[src/fvd_pkg.sv]
package fvd_pkg;

    // FNV-1a 64-bit constants. The prime is 2^40 + 0x1B3, so the multiply
    // splits into a 40-bit shift and a small 9-bit constant product.
    localparam logic [63:0] FNV_OFFSET_BASIS = 64'hCBF2_9CE4_8422_2325;
    localparam int          FNV_PRIME_SHIFT  = 40;
    localparam logic [8:0]  FNV_PRIME_LOW    = 9'h1B3;

    localparam int KIND_W  = 3;
    localparam int COUNT_W = 4;

    localparam logic [KIND_W-1:0] KIND_BYTE  = 3'd0;
    localparam logic [KIND_W-1:0] KIND_INT32 = 3'd1;
    localparam logic [KIND_W-1:0] KIND_INT64 = 3'd2;
    localparam logic [KIND_W-1:0] KIND_FLT32 = 3'd3;
    localparam logic [KIND_W-1:0] KIND_FLT64 = 3'd4;

    localparam logic [COUNT_W-1:0] BYTES_NONE = 4'd0;
    localparam logic [COUNT_W-1:0] BYTES_ONE  = 4'd1;
    localparam logic [COUNT_W-1:0] BYTES_FOUR = 4'd4;
    localparam logic [COUNT_W-1:0] BYTES_EIGHT = 4'd8;

    // One classified item as it waits between the front and the back.
    typedef struct packed {
        logic               start;
        logic               last;
        logic               inf_nan;
        logic [COUNT_W-1:0] byte_count;
        logic [63:0]        bits;
    } item_t;

endpackage

[src/typed_value_fnv1a_digest_core.sv]
// Flow: an item with N folded bytes (0, 1, 4 or 8) passes through the queue into
// the back end, which loads it, folds its bytes and then finishes it; only the last
// item of a digest shows its digest on m_tdata. The back end folds one byte per cycle
// through a single xor-multiply round and takes no new item until the current one is done.
// Reset: rst_n is asynchronous and active low; it empties the queue, drops the
// output beat, loads the FNV offset basis and clears the non-finite flag.
module typed_value_fnv1a_digest_core
    import fvd_pkg::*;
#(
    parameter int QUEUE_DEPTH = 2
)
(
    input  logic        clk,
    input  logic        rst_n,
    input  logic        s_tvalid,
    output logic        s_tready,
    input  logic [63:0] s_tdata,   // value
    input  logic [3:0]  s_tuser,   // start_digest, value_kind[2:0]
    input  logic        s_tlast,   // last_item
    output logic        m_tvalid,
    input  logic        m_tready,
    output logic [71:0] m_tdata    // digest[63:0], status, seven zero bits
);

    // The front end classifies each beat as it arrives: it works out how many
    // bytes the kind contributes, folds negative zero floats to positive zero
    // and flags floats whose exponent is all ones. Classified items wait in a
    // short queue so that the input side keeps accepting beats while the back
    // end is still busy folding bytes of an earlier item.
    logic  push_valid, push_ready;
    item_t push_item;
    logic  pop_valid, pop_ready;
    item_t pop_item;

    fvd_front u_front
    (
        .s_tvalid   (s_tvalid),
        .s_tready   (s_tready),
        .s_tdata    (s_tdata),
        .s_tuser    (s_tuser),
        .s_tlast    (s_tlast),
        .push_valid (push_valid),
        .push_ready (push_ready),
        .push_item  (push_item)
    );

    fvd_queue #(
        .DEPTH (QUEUE_DEPTH)
    ) u_queue
    (
        .clk        (clk),
        .rst_n      (rst_n),
        .push_valid (push_valid),
        .push_ready (push_ready),
        .push_item  (push_item),
        .pop_valid  (pop_valid),
        .pop_ready  (pop_ready),
        .pop_item   (pop_item)
    );

    // The back end owns the running hash and the sticky non-finite flag. A
    // start marker reloads the offset basis when its item is taken from the
    // queue. Bytes are folded least significant first, one per cycle. When
    // the last item of a digest finishes, the hash and status move into an
    // output register, which holds the beat until the sink takes it; the
    // back end stalls only if a second digest finishes before that.
    fvd_back u_back
    (
        .clk       (clk),
        .rst_n     (rst_n),
        .pop_valid (pop_valid),
        .pop_ready (pop_ready),
        .pop_item  (pop_item),
        .m_tvalid  (m_tvalid),
        .m_tready  (m_tready),
        .m_tdata   (m_tdata)
    );

endmodule

[src/fvd_front.sv]
module fvd_front
    import fvd_pkg::*;
(
    input  logic        s_tvalid,
    output logic        s_tready,
    input  logic [63:0] s_tdata,   // value
    input  logic [3:0]  s_tuser,   // start_digest, value_kind[2:0]
    input  logic        s_tlast,   // last_item
    output logic        push_valid,
    input  logic        push_ready,
    output item_t       push_item
);

    logic [KIND_W-1:0] kind;
    logic [31:0]       f32;

    assign kind = s_tuser[3:1];
    assign f32  = s_tdata[31:0];

    // Canonicalize floats, flag non-finite ones and pick how many bytes the back end folds.
    always_comb
    begin
        push_item.start      = s_tuser[0];
        push_item.last       = s_tlast;
        push_item.inf_nan    = 1'b0;
        push_item.byte_count = BYTES_NONE;
        push_item.bits       = s_tdata;
        case (kind)
            KIND_BYTE:
            begin
                push_item.byte_count = BYTES_ONE;
            end
            KIND_INT32:
            begin
                push_item.byte_count = BYTES_FOUR;
            end
            KIND_INT64:
            begin
                push_item.byte_count = BYTES_EIGHT;
            end
            KIND_FLT32:
            begin
                push_item.byte_count = BYTES_FOUR;
                push_item.inf_nan    = &f32[30:23];
                push_item.bits       = (f32 == 32'h8000_0000) ? 64'd0 : {32'd0, f32};
            end
            KIND_FLT64:
            begin
                push_item.byte_count = BYTES_EIGHT;
                push_item.inf_nan    = &s_tdata[62:52];
                push_item.bits = (s_tdata == 64'h8000_0000_0000_0000) ? 64'd0 : s_tdata;
            end
            default:
            begin
                push_item.byte_count = BYTES_NONE;
            end
        endcase
    end

    assign push_valid = s_tvalid;
    assign s_tready   = push_ready;

endmodule

[src/fvd_queue.sv]
module fvd_queue
    import fvd_pkg::*;
#(
    parameter int DEPTH = 2
)
(
    input  logic  clk,
    input  logic  rst_n,
    input  logic  push_valid,
    output logic  push_ready,
    input  item_t push_item,
    output logic  pop_valid,
    input  logic  pop_ready,
    output item_t pop_item
);

    localparam int PTR_W = (DEPTH > 1) ? $clog2(DEPTH) : 1;
    localparam int CNT_W = $clog2(DEPTH + 1);

    item_t entry_reg [DEPTH];

    logic [PTR_W-1:0] wr_ptr_reg, wr_ptr_next;
    logic [PTR_W-1:0] rd_ptr_reg, rd_ptr_next;
    logic [CNT_W-1:0] fill_reg, fill_next;
    logic             push, pop;

    assign push_ready = (fill_reg != CNT_W'(DEPTH));
    assign pop_valid  = (fill_reg != '0);
    assign push       = push_valid && push_ready;
    assign pop        = pop_valid && pop_ready;
    assign pop_item   = entry_reg[rd_ptr_reg];

    always_comb
    begin
        wr_ptr_next = wr_ptr_reg;
        rd_ptr_next = rd_ptr_reg;
        fill_next   = fill_reg;
        if (push)
        begin
            wr_ptr_next = (wr_ptr_reg == PTR_W'(DEPTH - 1)) ? '0 : wr_ptr_reg + 1'b1;
        end
        if (pop)
        begin
            rd_ptr_next = (rd_ptr_reg == PTR_W'(DEPTH - 1)) ? '0 : rd_ptr_reg + 1'b1;
        end
        if (push && !pop)
        begin
            fill_next = fill_reg + 1'b1;
        end
        else if (pop && !push)
        begin
            fill_next = fill_reg - 1'b1;
        end
    end

    always_ff @(posedge clk or negedge rst_n)
    begin
        if (!rst_n)
        begin
            wr_ptr_reg <= '0;
            rd_ptr_reg <= '0;
            fill_reg   <= '0;
        end
        else
        begin
            wr_ptr_reg <= wr_ptr_next;
            rd_ptr_reg <= rd_ptr_next;
            fill_reg   <= fill_next;
        end
    end

    always_ff @(posedge clk)
    begin
        if (push)
        begin
            entry_reg[wr_ptr_reg] <= push_item;
        end
    end

endmodule

[src/fvd_back.sv]
module fvd_back
    import fvd_pkg::*;
(
    input  logic        clk,
    input  logic        rst_n,
    input  logic        pop_valid,
    output logic        pop_ready,
    input  item_t       pop_item,
    output logic        m_tvalid,
    input  logic        m_tready,
    output logic [71:0] m_tdata    // digest[63:0], status, zero fill
);

    logic               busy_reg, busy_next;
    logic [COUNT_W-1:0] count_reg, count_next;
    logic [63:0]        bits_reg, bits_next;
    logic               last_reg, last_next;
    logic [63:0]        hash_reg, hash_next;
    logic               nf_reg, nf_next;
    logic               out_valid_reg, out_valid_next;
    logic [63:0]        out_digest_reg, out_digest_next;
    logic               out_status_reg, out_status_next;

    logic [63:0] mixed;
    logic [63:0] folded;
    logic        pop;

    // One FNV-1a round: xor the low byte in, then multiply by the prime.
    assign mixed  = hash_reg ^ {56'd0, bits_reg[7:0]};
    assign folded = (mixed << FNV_PRIME_SHIFT) + mixed * {55'd0, FNV_PRIME_LOW};

    assign pop_ready = !busy_reg;
    assign pop       = pop_valid && !busy_reg;

    always_comb
    begin
        busy_next       = busy_reg;
        count_next      = count_reg;
        bits_next       = bits_reg;
        last_next       = last_reg;
        hash_next       = hash_reg;
        nf_next         = nf_reg;
        out_valid_next  = out_valid_reg && !m_tready;
        out_digest_next = out_digest_reg;
        out_status_next = out_status_reg;

        if (pop)
        begin
            busy_next  = 1'b1;
            count_next = pop_item.byte_count;
            bits_next  = pop_item.bits;
            last_next  = pop_item.last;
            if (pop_item.start)
            begin
                hash_next = FNV_OFFSET_BASIS;
                nf_next   = pop_item.inf_nan;
            end
            else
            begin
                nf_next = nf_reg | pop_item.inf_nan;
            end
        end
        else if (busy_reg && (count_reg != BYTES_NONE))
        begin
            hash_next  = folded;
            bits_next  = bits_reg >> 8;
            count_next = count_reg - 1'b1;
        end
        else if (busy_reg)
        begin
            if (!last_reg)
            begin
                busy_next = 1'b0;
            end
            else if (!out_valid_reg || m_tready)
            begin
                busy_next       = 1'b0;
                out_valid_next  = 1'b1;
                out_digest_next = hash_reg;
                out_status_next = nf_reg;
            end
        end
    end

    always_ff @(posedge clk or negedge rst_n)
    begin
        if (!rst_n)
        begin
            busy_reg      <= 1'b0;
            count_reg     <= BYTES_NONE;
            last_reg      <= 1'b0;
            hash_reg      <= FNV_OFFSET_BASIS;
            nf_reg        <= 1'b0;
            out_valid_reg <= 1'b0;
        end
        else
        begin
            busy_reg      <= busy_next;
            count_reg     <= count_next;
            last_reg      <= last_next;
            hash_reg      <= hash_next;
            nf_reg        <= nf_next;
            out_valid_reg <= out_valid_next;
        end
    end

    always_ff @(posedge clk)
    begin
        bits_reg       <= bits_next;
        out_digest_reg <= out_digest_next;
        out_status_reg <= out_status_next;
    end

    assign m_tvalid = out_valid_reg;
    assign m_tdata  = {7'd0, out_status_reg, out_digest_reg};

endmodule
[config.mk]
export PLATFORM = sky130hd
export DESIGN_NAME = typed_value_fnv1a_digest_core
export DESIGN_NICKNAME = d
export VERILOG_FILES = /design/src/fvd_pkg.sv /design/src/typed_value_fnv1a_digest_core.sv /design/src/fvd_front.sv /design/src/fvd_queue.sv /design/src/fvd_back.sv
export SDC_FILE = /design/constraint.sdc
export NUM_CORES = 1
export LEC_CHECK = 0
export ABC_CLOCK_PERIOD_IN_PS = 7200
export BUFFER_PORTS_ARGS = -buffer_cell sky130_fd_sc_hd__buf_2
export CAP_MARGIN = 30
export CORE_MARGIN = 10
export CORE_UTILIZATION = 61
export CTS_BUF_LIST = sky130_fd_sc_hd__clkbuf_4 sky130_fd_sc_hd__clkbuf_8
export DETAILED_ROUTE_END_ITERATION = 8
export PLACE_DENSITY = 0.8
export REMOVE_ABC_BUFFERS = 1
export SETUP_SLACK_MARGIN = 0.15
export SLEW_MARGIN = 20
export SYNTH_ARGS = -nofsm -noshare
export SYNTH_HDL_FRONTEND = slang
export SYNTH_SLANG_ARGS = --single-unit
export TNS_END_PERCENT = 20
[constraint.sdc]
create_clock -name clk -period 7.2 [get_ports clk]
set_input_delay 0.72 -clock clk [delete_from_list [all_inputs] [get_ports clk]]
set_output_delay 0.72 -clock clk [all_outputs]
set_load 0.03 [all_outputs]
* After elaboration in Yosys (flattened, before gate mapping)
Memories as Yosys holds them, arrays and structs flattened. Index checks and enable logic that the tools add are counted.
Operators by class: add/sub/neg operators 6, multipliers 1, divide/modulo/power cells 0, order comparisons 0, equality and inequality tests 9, shift operators 0, multiplexer cells 29, bitwise operators 4, reduce and logical (&&, ||, !) cells 23
Operators with widths (number):
- $mux W64 | 6
- $pmux W64 S2 | 1
- $add A64 B64 Y64 | 1
- $eq A64 B64 Y1 const B | 1
- $mul A64 B9 Y64 const B | 1
- $xor A64 B8 Y64 | 1
- $eq A32 B32 Y1 const B | 1
- $mux W32 | 1
- $mux W1 | 15
- $pmux W4 S3 | 1
- $reduce_and A11 Y1 | 1
- $mux W4 | 2
- $reduce_and A8 Y1 | 1
- $eq A3 B2 Y1 const B | 2
- $logic_and A1 B1 Y1 | 6
- $ne A2 B2 Y1 const B | 3
- $reduce_bool A2 Y1 | 3
- $logic_not A1 Y1 | 5
- $reduce_and A5 Y1 | 1
- $mux W2 | 2
- $reduce_bool A4 Y1 | 1
- $reduce_or A2 Y1 | 2
- $sub A4 B1 Y4 const B | 1
- $eq A3 B1 Y1 const B | 1
- other kinds (10) | 12
Storage, ports and cells: bits in registers 205, bits in latches 0, RAM bits 142, memory bits (read-only) 0, output and inout bits 74, memories kept 1
Memories:
- u_queue.entry_reg | words 2, width 71, read ports 1, clocked after memory_dff 0, write ports 1, line fvd_queue.sv:20 | item_t entry_reg [DEPTH];

* Logic depth before layout (Yosys ltp)
word-level depth 7, gate-level depth with buffers 22, depth with buffers taken out 21

* Cells and area by module
From an unflattened synthesis, not the netlist that was laid out.
Second synthesis, totals: cells, all modules 2303, area, all modules 25441.9 µm²
Modules (own cells, without submodules):
- fvd_back | times used 1, cells each 1954, area an instance 19167.1 µm², seq. area each 5710.5 µm²
- fvd_queue | times used 1, cells each 239, area an instance 5667.9 µm², seq. area each 4364.2 µm²
- fvd_front | times used 1, cells each 110, area an instance 606.8 µm², seq. area each 0.0 µm²

* Worst setup path after synthesis
OpenSTA, ideal clock, no wires.
path kind register to register, start register u_back.bits_reg[7], end register u_back.hash_reg[61], arrival time 5076 ps, data required time 7068 ps, slack 1992 ps, cell stages (with the launch flop) 22, period minus slack after synthesis 5208 ps, cells stage by stage edfxtp_1 > xor2_1 > ha_1 > clkbuf_1 > xor2_1 > ha_1 > a21o_1 > fa_1 > inv_1 > fa_1 > inv_1 > ha_1 > ha_1 > a21o_1 > a31o_1 > o21ba_1 > or3_4 > a211oi_4 > o31ai_4 > a31oi_1 > mux2i_1 > o21ai_1
On the way: word-level cells in the longest chain between the ends 5
Ends and longest elaborated chain:
- start, declared | line fvd_back.sv:16 | logic [63:0] bits_reg, bits_next;
- start signal, assigned | line fvd_back.sv:109 | bits_reg <= bits_next;
- $xor A64 B8 Y64 (*) | line fvd_back.sv:29 | assign mixed = hash_reg ^ {56'd0, bits_reg[7:0]};
- $mul A64 B9 Y64 | line fvd_back.sv:30 | assign folded = (mixed << FNV_PRIME_SHIFT) + mixed * {55'd0, FNV_PRIME_LOW};
- $add A64 B64 Y64 (*) | line fvd_back.sv:30
- $mux W64 (*) | line fvd_back.sv:63 | else if (busy_reg && (count_reg != BYTES_NONE))
- $mux W64 (*) | line fvd_back.sv:47 | if (pop)
- end signal, assigned | line fvd_back.sv:101 | hash_reg <= hash_next;
- end, declared | line fvd_back.sv:18 | logic [63:0] hash_reg, hash_next;
Every way passes the cells marked *; elsewhere a longest branch is shown, timed or not. The select of a mux whose other input is x is not followed. A chain may end at the register's enable or synchronous reset.

* Final worst setup path
start register u_back.hash_reg[2], end register u_back.hash_reg[52]
On the way: word-level cells in the longest chain between the ends 5
Ends and longest elaborated chain (line):
- $xor A64 B8 Y64 (*) | fvd_back.sv:29
- $mul A64 B9 Y64 | fvd_back.sv:30
- $add A64 B64 Y64 (*) | fvd_back.sv:30
- $mux W64 (*) | fvd_back.sv:63
- $mux W64 (*) | fvd_back.sv:47
Marks and branches as above.

==> metrics.txt <==
status finished clean; vias roughly 17000; clock root cell clkbuf_8; Yosys warning count 0; EDFF count, synth 269; most instantiated cells after synthesis inv_1, edfxtp_1, fa_1; Syn Area/Cell 11.0 µm²; post-DR vias/cell 5.63; Clock Sinks 345; share of post-route cells with drive strength above 1 12.5%; die area ~0.049 mm²; post-synth top area share between 30% and 40%; Area Growth Syn to Fin 9.61%; Post-Route WL 60800 µm; CTS tree done; Post-Syn Area about 0.025 mm²; Startpoint Class register; gpl congestion 0.964; DRC Markers 0; ranking of synthesized cells by area edfxtp_1, fa_1, ha_1, inv_1, dfrtp_1; Die X between 200 and 250 µm; IO Pins approximately 150; fillcell total 3041; largest net degree at the start of global routing 73; Clock transition at path regs around 0.060 ns; per-cell routed wire length approximately 21 µm; port buffer count 139; fin. max-slew vios 0; Netlist cell types about 70; Worst-Margin Slew 0.944 ns; normalized max-slew margin 37.0%; Clock Path Buffers 3; final number of hold-violating endpoints 0; first-pass GRT wire length 97600 µm; fin crit period 6.27 ns; Arr. time, crit path 6.86 ns; CORE AREA 0.0400 mm²; Req. time, crit path 7.79 ns; Core Util, Final 68.0%; Die Ht around 220 µm; DR iter-0 viols 1222; grt ovf 0; CP Class reg -> reg; FF+latch count, synth ~350; Starting Density 62.0%; largest area contributor in the netlist edfxtp_1; Peak Freq 0.159 GHz; Final nets 2859; Site Rows 73; # setup viols final 0; RSZ-0062 raised after global routing no; Async SR Flop Fraction between 20% and 30%; ys flop type edfxtp_1; max-cap check violation count 0; initial antenna violation count 0; Mapped Cells between 2000 and 2500; final HPWL from detailed placement 47500 µm; Worst Setup End Kind register; crit path max fanout 5; sequential fraction of the synthesis area 40.4%; all-layer global routing usage approximately a quarter; cts repair resizes 0; post-route ant nets 0; Setup Skew 0.0328 ns; number of global-route vias before repair 17800; Tcrit/Tclk final between 80% and 90%; class of the worst hold path in -> reg; flip-flop count of the largest register after layout 140; Skew-Pair Late Insertion Delay 0.68 ns; most frequent cell after synthesis inv_1; Max H-tree Level 2; CTS Buf Count 57; number of diodes 0; first drt pass iteration count 5
worst max-delay path, cell delays in order, from the launching register on:
cell and delay (ns):
dfstp_2 0.39, xnor2_1 0.56, inv_1 0.26, ha_1 0.41, xor2_1 0.29, ha_1 0.32, fa_1 0.51, fa_1 0.43
ha_1 0.30, ha_1 0.35, and2_1 0.21, and3_1 0.20, o2111ai_1 0.28, a2111oi_1 0.18, nor3_2 0.31, a31oi_1 0.21
a221oi_1 0.57, xor2_1 0.31, a21oi_1 0.11
worst paths after layout:
path | startpoint | endpoint | slack (ns) | cells after the start
worst max-delay path | u_back.hash_reg[2] | u_back.hash_reg[52] | 0.93 | 18
worst min register to register | u_back.nf_reg | u_back.out_status_reg | 0.50 | 0
worst max register to register | u_back.hash_reg[2] | u_back.hash_reg[52] | 0.93 | 18
max in group asynchronous | rst_n | u_back.hash_reg[3] | 5.62 | 3
min in group asynchronous | rst_n | u_back.hash_reg[50] | 0.56 | 2
worst min-delay path | s_tlast | u_queue.entry_reg[0][69] | 0.24 | 1
logic make-up after synthesis:
| kind of cell | after synthesis | share of synthesized area, % |
|---|---|---|
| adders and majority gates | 408 | 26.9 |
| other | 1 | 0.0151 |
| buffers and inverters | 553 | 8.53 |
| and+or+nand+nor | 366 | 7.03 |
| muxes | 70 | 2.83 |
| xor gates and xnor gates | 138 | 4.87 |
| AOI/OAI and AO/OA | 380 | 9.44 |
| DFF | 345 | 40.4 |
area by class of cell:
type,count,area [µm²],share of cell area [%]
clock buffers,91,1060,3.89
well taps,525,657,2.42
clock inverters,17,124,0.455
repair buffers,156,908,3.34
flip-flops and latches,345,10000,36.8
multi-input cells,1369,12700,46.9
inverters,449,1690,6.20
per-stage QoR:
stage	std cells	setup slack [ns]	cell area, µm²	TNS [ns]	hold WS, ns
2_1_floorplan	2163	-1.04	24400	-63.47	0.424
3_3_place_gp	2839	0.917	25900	0	0.463
3_5_place_dp	2840	1.01	25900	0	0.488
4_1_cts	2949	0.964	27100	0	0.192
5_1_grt	2952	0.615	27200	0	0.204
6_report	2952	0.927	27200	0	0.243
metal layers:
layer / global-route usage (%) / up-vias / part of all wire, %
li1: - / 7728 / -
met1: 31.9 / 8281 / 42
met2: 42.2 / 492 / 50
met3: 3.59 / 111 / 5.0
met4: 9.12 / 0 / 3.2
met5: 0 / - / 0
timing repair:
action                    4_1_cts  5_1_grt
hold endpoints to repair        4        0
setup buffers                   0        0
hold buffers                    1        0
cells in the final DEF, fill, tap and decap left out, drive strengths merged, types with 17 or more instances in the layout:
master | Yosys | routed
inv | 449 | 451
edfxtp | 269 | 269
fa | 210 | 210
ha | 198 | 198
buf | 18 | 155
nand2 | 145 | 145
o21ai | 129 | 129
a21oi | 106 | 106
clkbuf | 86 | 91
xnor2 | 70 | 70
mux2i | 69 | 69
nor2 | 69 | 69
xor2 | 68 | 68
a21o | 49 | 49
dfrtp | 48 | 48
and2 | 39 | 39
dfstp | 28 | 28
nand4 | 20 | 20
nor4 | 18 | 18
nor3 | 17 | 17
Power is left out: the tool's default activity adds up to more than one toggle a clock period on the data nets, which glitch-free logic cannot reach.
